[config.mk]
export PLATFORM = sky130hd
export DESIGN_NAME = line_segment_window_clipper
export DESIGN_NICKNAME = d
export VERILOG_FILES = /design/src/hw/rtl/lsc_pkg.sv /design/src/hw/rtl/lsc_div.sv /design/src/hw/rtl/line_segment_window_clipper.sv
export VERILOG_INCLUDE_DIRS = /design/src /design/src/hw/rtl
export SDC_FILE = /design/constraint.sdc
export NUM_CORES = 2
export LEC_CHECK = 0
export BUFFER_PORTS_ARGS = -buffer_cell sky130_fd_sc_hd__buf_4
export CORE_MARGIN = 1
export CORE_UTILIZATION = 50
export CTS_CLUSTER_DIAMETER = 30
export DETAILED_ROUTE_END_ITERATION = 16
export PLACE_DENSITY = 0.7
export SYNTH_ARGS = -nofsm -noshare
export SYNTH_HDL_FRONTEND = slang
export SYNTH_HIERARCHICAL = 1
export SYNTH_SLANG_ARGS = --single-unit
[constraint.sdc]
create_clock -name clk -period 14.8 [get_ports clk]
set_clock_uncertainty 0.2 [all_clocks]
set_input_delay 0.74 -clock clk [delete_from_list [all_inputs] [get_ports clk]]
set_output_delay 0.74 -clock clk [all_outputs]
set_load 0.02 [all_outputs]
[src/hw/rtl/line_segment_window_clipper_assert.svh]
// Assertion macros for the segment clipper. Each macro expects clk and rst_n in scope.
`ifndef LINE_SEGMENT_WINDOW_CLIPPER_ASSERT_SVH
`define LINE_SEGMENT_WINDOW_CLIPPER_ASSERT_SVH
`ifndef ASSERT_OFF
`define LSC_ASSERT_IMP(lbl, ante, cons) \
  lbl: assert property (@(posedge clk) disable iff (!rst_n) (ante) |-> (cons)) \
    else $error("segment clipper assertion failed");
`define LSC_ASSERT_NXT(lbl, ante, cons) \
  lbl: assert property (@(posedge clk) disable iff (!rst_n) (ante) |=> (cons)) \
    else $error("segment clipper assertion failed");
`else
`define LSC_ASSERT_IMP(lbl, ante, cons)
`define LSC_ASSERT_NXT(lbl, ante, cons)
`endif
`endif

[src/hw/rtl/lsc_pkg.sv]
package lsc_pkg;

  // Outcode bits.
  localparam logic [3:0] CODE_UP    = 4'b0001;
  localparam logic [3:0] CODE_DOWN  = 4'b0010;
  localparam logic [3:0] CODE_RIGHT = 4'b0100;
  localparam logic [3:0] CODE_LEFT  = 4'b1000;

  // Configuration register indexes.
  localparam logic [1:0] REG_X_MIN = 2'd0;
  localparam logic [1:0] REG_X_MAX = 2'd1;
  localparam logic [1:0] REG_Y_MIN = 2'd2;
  localparam logic [1:0] REG_Y_MAX = 2'd3;

  localparam int ProdW  = 50;
  localparam int DivW   = 25;

  typedef struct packed {
    logic signed [23:0] start_x;
    logic signed [23:0] start_y;
    logic signed [23:0] end_x;
    logic signed [23:0] end_y;
  } in_t;

  typedef struct packed {
    logic               clip_status;
    logic signed [23:0] out_first_x;
    logic signed [23:0] out_first_y;
    logic signed [23:0] out_second_x;
    logic signed [23:0] out_second_y;
  } out_t;

  // Outcode of a point against window edges already scaled to Q.8.
  function automatic logic [3:0] outcode(
    input logic signed [23:0] x, input logic signed [23:0] y,
    input logic signed [23:0] xmin, input logic signed [23:0] xmax,
    input logic signed [23:0] ymin, input logic signed [23:0] ymax);
    logic [3:0] c;
    c = 4'b0000;
    if (y < ymin) c = c | CODE_UP;
    if (y > ymax) c = c | CODE_DOWN;
    if (x > xmax) c = c | CODE_RIGHT;
    if (x < xmin) c = c | CODE_LEFT;
    return c;
  endfunction

endpackage

[src/hw/rtl/lsc_div.sv]
// Restoring unsigned divider, one quotient bit per cycle.
module lsc_div (
  input  logic                          clk,
  input  logic                          rst_n,
  input  logic                          start,
  input  logic [lsc_pkg::ProdW-1:0]     dividend,
  input  logic [lsc_pkg::DivW-1:0]      divisor,
  output logic                          done,
  output logic [lsc_pkg::ProdW-1:0]     quotient
);

  logic                        busy_r, busy_nxt;
  logic                        done_r, done_nxt;
  logic [5:0]                  cnt_r, cnt_nxt;
  logic [lsc_pkg::DivW:0]      rem_r, rem_nxt;
  logic [lsc_pkg::ProdW-1:0]   num_r, num_nxt;
  logic [lsc_pkg::DivW-1:0]    div_r, div_nxt;
  logic [lsc_pkg::DivW:0]      trial;

  // One restoring step: shift in the next dividend bit and try a subtract.
  always_comb begin
    busy_nxt = busy_r;
    done_nxt = 1'b0;
    cnt_nxt  = cnt_r;
    rem_nxt  = rem_r;
    num_nxt  = num_r;
    div_nxt  = div_r;
    trial    = {rem_r[lsc_pkg::DivW-1:0], num_r[lsc_pkg::ProdW-1]};
    if (start) begin
      busy_nxt = 1'b1;
      cnt_nxt  = '0;
      rem_nxt  = '0;
      num_nxt  = dividend;
      div_nxt  = divisor;
    end else if (busy_r) begin
      if (trial >= {1'b0, div_r}) begin
        rem_nxt = trial - {1'b0, div_r};
        num_nxt = {num_r[lsc_pkg::ProdW-2:0], 1'b1};
      end else begin
        rem_nxt = trial;
        num_nxt = {num_r[lsc_pkg::ProdW-2:0], 1'b0};
      end
      cnt_nxt = cnt_r + 6'd1;
      if (cnt_r == 6'(lsc_pkg::ProdW - 1)) begin
        busy_nxt = 1'b0;
        done_nxt = 1'b1;
      end
    end
  end

  always_ff @(posedge clk) begin
    if (!rst_n) begin
      busy_r <= 1'b0;
      done_r <= 1'b0;
      cnt_r  <= '0;
    end else begin
      busy_r <= busy_nxt;
      done_r <= done_nxt;
      cnt_r  <= cnt_nxt;
    end
    rem_r <= rem_nxt;
    num_r <= num_nxt;
    div_r <= div_nxt;
  end

  assign done     = done_r;
  assign quotient = num_r;

endmodule

[src/hw/rtl/line_segment_window_clipper.sv]
// Cohen-Sutherland segment clipper.
// Input channel in_valid/in_stall/in_data carries one segment word: two endpoints
// in signed Q16.8. Output channel out_valid/out_stall/out_data returns one word per
// segment: a status bit (1 = rejected, endpoints zero) and the clipped endpoints.
// The window edges are written through cfg_valid/cfg_ready/cfg_index/cfg_data as
// whole units; cfg_ready is always high. The user must make writes only while the
// block is idle; the block itself does not enforce this. Each segment runs through
// up to 16 passes of outcode test and edge move. A pass that resolves the segment
// runs the outcode test and the result write. A pass that moves an endpoint runs the
// outcode test, multiply, sign setup, the divider (50 restoring steps and the done
// strobe, skipped when the denominator is zero) and the add. in_stall is high while a
// segment is in work; a finished word sits in the output register while the next
// segment is taken, and the sequencer holds its result if out_stall keeps that
// register full.
// Synchronous active-low reset clears the window to zero and empties the block.
module line_segment_window_clipper (
  input  logic                 clk,
  input  logic                 rst_n,
  input  logic                 in_valid,
  output logic                 in_stall,
  input  lsc_pkg::in_t         in_data,
  output logic                 out_valid,
  input  logic                 out_stall,
  output lsc_pkg::out_t        out_data,
  input  logic                 cfg_valid,
  output logic                 cfg_ready,
  input  logic [1:0]           cfg_index,
  input  logic signed [15:0]   cfg_data
);

  localparam logic [2:0] S_IDLE = 3'd0;
  localparam logic [2:0] S_CODE = 3'd1;
  localparam logic [2:0] S_MUL  = 3'd2;
  localparam logic [2:0] S_SGN  = 3'd3;
  localparam logic [2:0] S_DIV  = 3'd4;
  localparam logic [2:0] S_ADD  = 3'd5;
  localparam logic [2:0] S_DONE = 3'd6;

  logic [2:0]                state_r, state_nxt;
  logic [4:0]                pass_r, pass_nxt;
  logic signed [15:0]        xmin_r, xmax_r, ymin_r, ymax_r;
  logic signed [23:0]        x1_r, y1_r, x2_r, y2_r;
  logic signed [23:0]        x1_nxt, y1_nxt, x2_nxt, y2_nxt;
  logic signed [23:0]        a_r, a_nxt, e_r, e_nxt;
  logic signed [24:0]        dba_r, dba_nxt, dep_r, dep_nxt, den_r, den_nxt;
  logic                      vert_r, vert_nxt;
  logic signed [49:0]        prod_r, prod_nxt;
  logic                      neg_r, neg_nxt, zden_r, zden_nxt;
  logic                      acc_r, acc_nxt;
  lsc_pkg::out_t             out_r, out_nxt;
  logic                      out_valid_r, out_valid_nxt;
  logic signed [23:0]        exmin, exmax, eymin, eymax;
  logic [3:0]                c1, c2, cm;
  logic signed [23:0]        px1, py1, px2, py2;
  logic                      div_start;
  logic                      div_done;
  logic [49:0]               quo;
  logic [49:0]               pmag;
  logic [24:0]               dmag;
  logic signed [26:0]        qs;
  logic signed [23:0]        moved;

  // Window edges in Q.8.
  assign exmin = {xmin_r, 8'h00};
  assign exmax = {xmax_r, 8'h00};
  assign eymin = {ymin_r, 8'h00};
  assign eymax = {ymax_r, 8'h00};

  assign c1 = lsc_pkg::outcode(x1_r, y1_r, exmin, exmax, eymin, eymax);
  assign c2 = lsc_pkg::outcode(x2_r, y2_r, exmin, exmax, eymin, eymax);

  // Configuration registers.
  assign cfg_ready = 1'b1;
  always_ff @(posedge clk) begin
    if (!rst_n) begin
      xmin_r <= '0;
      xmax_r <= '0;
      ymin_r <= '0;
      ymax_r <= '0;
    end else if (cfg_valid && cfg_ready) begin
      unique case (cfg_index)
        lsc_pkg::REG_X_MIN: xmin_r <= cfg_data;
        lsc_pkg::REG_X_MAX: xmax_r <= cfg_data;
        lsc_pkg::REG_Y_MIN: ymin_r <= cfg_data;
        lsc_pkg::REG_Y_MAX: ymax_r <= cfg_data;
        default: ;
      endcase
    end
  end

  // Operand magnitudes for the divider.
  assign pmag = prod_r[49] ? 50'(-prod_r) : 50'(prod_r);
  assign dmag = den_r[24] ? 25'(-den_r) : 25'(den_r);
  assign div_start = (state_r == S_SGN) && (den_r != '0);

  lsc_div u_div (
    .clk      (clk),
    .rst_n    (rst_n),
    .start    (div_start),
    .dividend (pmag),
    .divisor  (dmag),
    .done     (div_done),
    .quotient (quo)
  );

  // Signed, truncated quotient and the moved coordinate.
  assign qs    = zden_r ? 27'sd0 : (neg_r ? -$signed({1'b0, quo[25:0]})
                                          : $signed({1'b0, quo[25:0]}));
  assign moved = 24'(27'(a_r) + qs);

  // Sequencer.
  always_comb begin
    state_nxt     = state_r;
    pass_nxt      = pass_r;
    x1_nxt        = x1_r;
    y1_nxt        = y1_r;
    x2_nxt        = x2_r;
    y2_nxt        = y2_r;
    a_nxt         = a_r;
    e_nxt         = e_r;
    dba_nxt       = dba_r;
    dep_nxt       = dep_r;
    den_nxt       = den_r;
    vert_nxt      = vert_r;
    prod_nxt      = prod_r;
    neg_nxt       = neg_r;
    zden_nxt      = zden_r;
    acc_nxt       = acc_r;
    out_nxt       = out_r;
    out_valid_nxt = out_valid_r && out_stall;
    px1           = x1_r;
    py1           = y1_r;
    px2           = x2_r;
    py2           = y2_r;
    cm            = c1;
    unique case (state_r)
      S_IDLE: begin
        if (in_valid) begin
          x1_nxt    = in_data.start_x;
          y1_nxt    = in_data.start_y;
          x2_nxt    = in_data.end_x;
          y2_nxt    = in_data.end_y;
          pass_nxt  = '0;
          state_nxt = S_CODE;
        end
      end
      S_CODE: begin
        if (pass_r == 5'd16 || (c1 & c2) != 4'b0000) begin
          acc_nxt   = 1'b0;
          state_nxt = S_DONE;
        end else if ((c1 | c2) == 4'b0000) begin
          acc_nxt   = 1'b1;
          state_nxt = S_DONE;
        end else begin
          // Put the outside endpoint first.
          if (c1 == 4'b0000) begin
            px1 = x2_r;
            py1 = y2_r;
            px2 = x1_r;
            py2 = y1_r;
            cm  = c2;
          end
          x1_nxt = px1;
          y1_nxt = py1;
          x2_nxt = px2;
          y2_nxt = py2;
          // First violated edge, in the order up, down, right, left.
          if ((cm & (lsc_pkg::CODE_UP | lsc_pkg::CODE_DOWN)) != 4'b0000) begin
            vert_nxt = 1'b1;
            e_nxt    = ((cm & lsc_pkg::CODE_UP) != 4'b0000) ? eymin : eymax;
            a_nxt    = px1;
            dba_nxt  = 25'(px2) - 25'(px1);
            dep_nxt  = 25'(e_nxt) - 25'(py1);
            den_nxt  = 25'(py2) - 25'(py1);
          end else begin
            vert_nxt = 1'b0;
            e_nxt    = ((cm & lsc_pkg::CODE_RIGHT) != 4'b0000) ? exmax : exmin;
            a_nxt    = py1;
            dba_nxt  = 25'(py2) - 25'(py1);
            dep_nxt  = 25'(e_nxt) - 25'(px1);
            den_nxt  = 25'(px2) - 25'(px1);
          end
          state_nxt = S_MUL;
        end
      end
      S_MUL: begin
        prod_nxt  = dba_r * dep_r;
        state_nxt = S_SGN;
      end
      S_SGN: begin
        neg_nxt  = prod_r[49] ^ den_r[24];
        zden_nxt = (den_r == '0);
        state_nxt = (den_r == '0) ? S_ADD : S_DIV;
      end
      S_DIV: begin
        if (div_done) state_nxt = S_ADD;
      end
      S_ADD: begin
        if (vert_r) begin
          x1_nxt = moved;
          y1_nxt = e_r;
        end else begin
          y1_nxt = moved;
          x1_nxt = e_r;
        end
        pass_nxt  = pass_r + 5'd1;
        state_nxt = S_CODE;
      end
      S_DONE: begin
        if (!out_valid_r || !out_stall) begin
          out_valid_nxt        = 1'b1;
          out_nxt.clip_status  = !acc_r;
          out_nxt.out_first_x  = acc_r ? x1_r : '0;
          out_nxt.out_first_y  = acc_r ? y1_r : '0;
          out_nxt.out_second_x = acc_r ? x2_r : '0;
          out_nxt.out_second_y = acc_r ? y2_r : '0;
          state_nxt            = S_IDLE;
        end
      end
      default: state_nxt = S_IDLE;
    endcase
  end

  always_ff @(posedge clk) begin
    if (!rst_n) begin
      state_r     <= S_IDLE;
      pass_r      <= '0;
      out_valid_r <= 1'b0;
    end else begin
      state_r     <= state_nxt;
      pass_r      <= pass_nxt;
      out_valid_r <= out_valid_nxt;
    end
    x1_r   <= x1_nxt;
    y1_r   <= y1_nxt;
    x2_r   <= x2_nxt;
    y2_r   <= y2_nxt;
    a_r    <= a_nxt;
    e_r    <= e_nxt;
    dba_r  <= dba_nxt;
    dep_r  <= dep_nxt;
    den_r  <= den_nxt;
    vert_r <= vert_nxt;
    prod_r <= prod_nxt;
    neg_r  <= neg_nxt;
    zden_r <= zden_nxt;
    acc_r  <= acc_nxt;
    out_r  <= out_nxt;
  end

  assign in_stall  = (state_r != S_IDLE);
  assign out_valid = out_valid_r;
  assign out_data  = out_r;

  // Checks on the sequencer and result register.
  `include "line_segment_window_clipper_assert.svh"
  `LSC_ASSERT_NXT(a_take_code, in_valid && !in_stall, state_r == S_CODE)
  `LSC_ASSERT_IMP(a_div_nonzero, state_r == S_DIV, den_r != '0)
  `LSC_ASSERT_IMP(a_pass_bound, state_r != S_IDLE, pass_r <= 5'd16)
  `LSC_ASSERT_IMP(a_reject_zero, out_valid_r && out_r.clip_status,
    out_r.out_first_x == '0 && out_r.out_second_y == '0)

endmodule

---- Word-level counts from Yosys, hierarchy flattened ----
Index checks and enable logic that the tools add are counted.
storage, ports and cells
  register bits after elaboration ......... 551
  input bits .............................. 119
  output and inout bits ................... 100
  logic and storage cells ................. 189
operators by class
  add/sub/neg operators ................... 11
  $mul .................................... 1
  magnitude comparators ................... 9
  equality and inequality tests ........... 16
  mux-type cells .......................... 78
  bitwise logic cells ..................... 7
  reductions and logical operators ........ 34
operators with widths
  operator                                                        number
  24-bit 2-to-1 mux                                               37
  50-bit 2-to-1 mux                                               3
  24-bit one-hot mux with 3 select lines                          2
  25-bit 2-to-1 mux                                               4
  24-bit by 24-bit subtractor with 25-bit output                  4
  24-bit greater-than comparator                                  4
  24-bit < comparator                                             4
  24-bit one-hot mux with 2 select lines                          2
  25-bit by 25-bit multiplier with 50-bit output                  1
  50-bit negation                                                 1
  3-bit 2-to-1 mux                                                11
  26-bit by 25-bit greater-or-equal comparator with 1-bit output  1
  25-bit logical NOT                                              1
  25-bit negation                                                 1
  25-bit nonzero test                                             1
  25-bit subtractor                                               1
  24-bit adder                                                    1
  24-bit negation                                                 1
  3-bit one-hot mux with 7 select lines                           1
  2-bit AND reduction                                             7
  1-bit 2-to-1 mux                                                12
  5-bit one-hot mux with 2 select lines                           1
  3-bit == test (second input constant)                           3
  4-bit logical NOT                                               2
  29 further kinds                                                50

---- Logic depth before layout (Yosys ltp) ----
  depth after elaboration ................. 13
  mapped depth ............................ 31
  gate-level depth less buffers ........... 30

---- Cells and area by module ----
The synthesis kept the hierarchy.
modules (own cells, without submodules)
  module                       times used  cells each  area each (sq um)  seq. area each (sq um)
  line_segment_window_clipper  1           5845        53138.5            12331.8
  lsc_div                      1           491         5611.6             2912.8

---- Worst setup path after synthesis ----
OpenSTA, ideal clock, no wires.
  kind .................................... reg-to-reg
  from .................................... reg y1_r[23]
  to ...................................... reg a_r[0] (enable)
  setup time .............................. 592 ps
  arrival time ............................ 8751 ps
  required time ........................... 14008 ps
  path slack .............................. 5257 ps
  cell stages (with the launch flop) ...... 16
  path buffers ............................ 4
  period minus slack after synthesis ...... 9543 ps
  cell sequence ........................... edfxtp_1 > ha_1 > nand4_1 > or4_1 > a21oi_1 > o32a_1 > o31ai_1 > nand4_1 > clkbuf_1 > clkbuf_1 > clkbuf_1 > clkbuf_1 > nor3b_1 > and3_1 > or2_2 > nor2_1
between the ends
  longest elaborated chain between the ends .. 10
  elaborated cells between the ends (all ways) .. 14
  those cells by class .................... order compare (2); mux (4); bitwise (4); reduce/logical (4)
RTL lines
  item                                    line                                text
  start: declaration                      line_segment_window_clipper.sv:42   logic signed [23:0] x1_r, y1_r, x2_r, y2_r;
  start signal: assignment                line_segment_window_clipper.sv:235  y1_r <= y1_nxt;
  24-bit < comparator                     lsc_pkg.sv:40                       if (y < ymin) c = c | CODE_UP;
  1-bit 2-to-1 mux                        lsc_pkg.sv:40
  2-bit 2-to-1 mux *                      lsc_pkg.sv:41                       if (y > ymax) c = c | CODE_DOWN;
  3-bit 2-to-1 mux *                      lsc_pkg.sv:42                       if (x > xmax) c = c | CODE_RIGHT;
  4-bit 2-to-1 mux *                      lsc_pkg.sv:43                       if (x < xmin) c = c | CODE_LEFT;
  4-bit AND                               line_segment_window_clipper.sv:148  if (pass_r == 5'd16 || (c1 & c2) != 4'b0000) begin
  4-bit nonzero test                      line_segment_window_clipper.sv:148
  1-bit logical OR                        line_segment_window_clipper.sv:148
  1-bit NOT (no source line)              -
  3-bit AND reduction (no source line) *  -
  end signal: assignment                  line_segment_window_clipper.sv:238  a_r <= a_nxt;
  end: declaration                        line_segment_window_clipper.sv:44   logic signed [23:0] a_r, a_nxt, e_r, e_nxt;
Mark *: on every way between the ends. The rest lies on a longest branch, timed or not.
A chain may end at the register's enable or synchronous reset.

---- Worst setup path in the final report ----
  from .................................... reg dba_r[15]
  to ...................................... reg prod_r[47] (data pin)
between the ends
  longest elaborated chain between the ends .. 1
RTL lines
  item                                            line                                text
  start: declaration                              line_segment_window_clipper.sv:45   logic signed [24:0] dba_r, dba_nxt, dep_r, dep_nxt, den_r, den_nxt;
  start signal: assignment                        line_segment_window_clipper.sv:240  dba_r <= dba_nxt;
  25-bit by 25-bit multiplier with 50-bit output  line_segment_window_clipper.sv:187  prod_nxt = dba_r * dep_r;
  end signal: assignment                          line_segment_window_clipper.sv:244  prod_r <= prod_nxt;
  end: declaration                                line_segment_window_clipper.sv:47   logic signed [49:0] prod_r, prod_nxt;
Every way passes these cells.

==> results.sh <==
export IMPL_drive_gt1_frac=0.0970
export IMPL_setup_viol=0
export IMPL_status="finished, final reports clean"
export IMPL_worst_setup_path_end_kind="register"
export IMPL_hold_path_class="in -> reg"
export IMPL_critical_path_max_stage_delay_ns=1.03
export IMPL_ios=219
export IMPL_dominantRegCellSynth="edfxtp_1"
export IMPL_hold_end="ymax_r[14]"
export IMPL_area_growth_pct=13.0
export IMPL_cp_arrival_ns=9.27
export IMPL_syn_avg_cell_area_sq_um=9.27
export IMPL_synth_edf_count=437
export IMPL_crit_required_ns=15.09
export IMPL_maxCapViolations=0
export IMPL_slew_headroom=0.155
export IMPL_fin_crit_sh=0.607
export IMPL_grt_pass1_vias=47746
export IMPL_tns_ns=0
export IMPL_gp_congestion=1.01
export IMPL_n_antenna_cell=0
export IMPL_startpoint_type="register"
export IMPL_hold_violations=0
export IMPL_avgRoutedWirePerCell_um=23.3
export IMPL_h_tree_depth=4
export IMPL_ys_seq_elements=543
export IMPL_numCtsBuffers=131
export IMPL_vias=47652
export IMPL_slowest_stage="edfxtp_1"
export IMPL_synth_seq_area_share=0.259
export IMPL_min_period_ns=8.98
export IMPL_numPortBuffers=217
export IMPL_synthArstFlopShare=0
export IMPL_viasPerCell=5.89
export IMPL_postCtsSetupRepairBufs=0
export IMPL_path_clk_slew_ns=0.05
export IMPL_r2r_end="prod_r[47]"
export IMPL_syn_num_nets=7471
export IMPL_drc=0
export IMPL_hold_buffers=0
export IMPL_placed_area_sq_mm=0.0618
export IMPL_synthesis_area_sq_mm=0.0588
export IMPL_die_y_um=345
export IMPL_grt_max_degree=77
export IMPL_ff2ff_path_depth=30
export IMPL_drt_iter0_markers=4864
export IMPL_cts_sinks=543
export IMPL_hold_slack_ns=0.0776
export IMPL_fin_nets=7598
export IMPL_ys_warn_count=6
export IMPL_fin_cells=8092
export IMPL_die_area_sq_mm=0.119
export IMPL_grt_pass1_wl_mm=286
export IMPL_clockBufferDepth=3
export IMPL_tightestPinTransition_ns=1.26
export IMPL_crit_fanout=25
export IMPL_worstSkewPairLatency_ns=0.75
export IMPL_dp_hpwl_mm=146
export IMPL_rsz0062_at_grt="no"
export IMPL_floorplan_rows=125
export IMPL_initial_utilization=0.505
export IMPL_ctsResizeCount=0
export IMPL_rrSetupSlack_ns=5.82
export IMPL_dp_cells=7854
export IMPL_max_freq_mhz=111
export IMPL_routed_wl_mm=188
export IMPL_track_usage=0.320
export IMPL_hold_depth=3
export IMPL_yosysMostFrequentCell="inv_1"
export IMPL_overflow=0
export IMPL_cts_tree="built"
export IMPL_reg2reg_from="dba_r[15]"
export IMPL_critPathKind="reg -> reg"
export IMPL_worstHoldStart="cfg_data[14]"
export IMPL_ys_top_cells_by_count="inv_1, nand2_1, fa_1"
export IMPL_netlist_area_leader_share=0.225
export IMPL_syn_inst=6336
export IMPL_first_pass_iters=6
export IMPL_root_buffer="clkbuf_16"
export IMPL_die_w_um=345
export IMPL_grt_antenna_before_repair=10
export IMPL_yosys_top_cells_area="fa_1, edfxtp_1, ha_1"
export IMPL_n_fill_cell=10228
export IMPL_ant_nets=0
export IMPL_core_sq_mm=0.116
export IMPL_fin_area_sq_mm=0.0664
export IMPL_finalMaxSlewViolations=0
export IMPL_cpMostUsedCell="fa_1"
export IMPL_synth_area_leader_cell="fa_1"
export IMPL_synth_cell_types=90
-- registers in the layout (all words and copies together), names as in the netlist, 3 cells and up --
signal          flops
out_data           97
state_r             3
xmin_r             16
u_div/quotient     50
pass_r              5
dba_r              25
x2_r               24
a_r                24
xmax_r             16
den_r              25
ymin_r             16
dep_r              25
y1_r               24
e_r                16
u_div/rem_r        25
u_div/div_r        25
ymax_r             16
y2_r               24
x1_r               24
prod_r             50
u_div/cnt_r         6
-- critical path, delay by kind of cell, from the launching register on --
family                     cells  cell delay (ns)
and+or+nand+nor                2             0.28
xor gates and xnor gates       1             0.08
buffers and inverters          7             0.69
adders and majority gates      8             3.88
DFF                            1             1.03
AOI/OAI and AO/OA             12             2.56
-- area by class of cell --
type                       count  area (sq um)  area share
clock buffer                 156          3520      0.0530
clock inverter                82          1120      0.0169
inverter                     894          3360      0.0506
multi-input combinational   4603         39100       0.589
sequential                   543         15200       0.230
tap                         1524          1910      0.0287
timing repair buffer         290          2180      0.0328
-- routing by layer --
layer | part of all wire | track usage | vias up
met4 | 0.064 | 0.188 | 4
met1 | 0.40 | 0.423 | 23525
met2 | 0.45 | 0.492 | 2363
met3 | 0.093 | 0.0611 | 503
li1 | - | - | 21257
met5 | 0.00011 | 0 | -
-- through the flow --
| step | util | setup slack, ns |
|---|---|---|
| 2_1_floorplan | - | 5.26 |
| 3_3_place_gp | 0.531 | 5.93 |
| 3_5_place_dp | 0.531 | 5.85 |
| 4_1_cts | 0.571 | 5.85 |
| 5_1_grt | 0.571 | 5.34 |
| 6_report | 0.571 | 5.82 |
-- placed cells by master, fill, tap and decap left out, types with 20 or more instances in the layout --
cell,instances
inv_1,890
nand2_1,808
fa_1,660
edfxtp_1,437
nor2_1,413
and2_1,362
ha_1,356
buf_4,290
a21oi_1,256
o21ai_0,246
xnor2_1,197
clkbuf_16,135
dfxtp_1,106
mux2i_1,100
xor2_1,93
a21o_1,83
mux2_2,76
a21boi_0,72
a31oi_1,70
nand2b_1,65
nor2b_1,56
nand3_1,52
o31ai_1,49
maj3_1,49
a211oi_1,45
nor3_1,44
nand4_1,38
o21bai_1,36
or3_1,30
o21a_1,30
a22oi_1,22
clkinv_2,22
a221oi_1,21
bufinv_16,20
-- worst max path at each step --
stage / from / end / slack, ns / cells after the start
3_5_place_dp: dba_r[13] / prod_r[47] / 5.85 / 30
2_1_floorplan: y1_r[23] / a_r[0] / 5.26 / 15
4_1_cts: dba_r[13] / prod_r[47] / 5.85 / 30
5_1_grt: dba_r[13] / prod_r[47] / 5.34 / 30
6_report: dba_r[15] / prod_r[47] / 5.82 / 30
3_3_place_gp: dep_r[10] / prod_r[47] / 5.93 / 31
-- cells by family after synthesis --
group                    after synthesis  synth area share
XOR/XNOR                             290            0.0432
flip-flops                           543             0.259
multiplexers                         176            0.0316
other                                  1         0.0000638
AND/OR/NAND/NOR                     1996             0.161
buffers and inverters               1190            0.0767
adder cells (fa/ha/maj)             1065             0.309
AO/OA/AOI/OAI                       1075             0.119
Power is not shown: default switching activity piles up to over one toggle a cycle in this logic, so the estimate is an artifact.
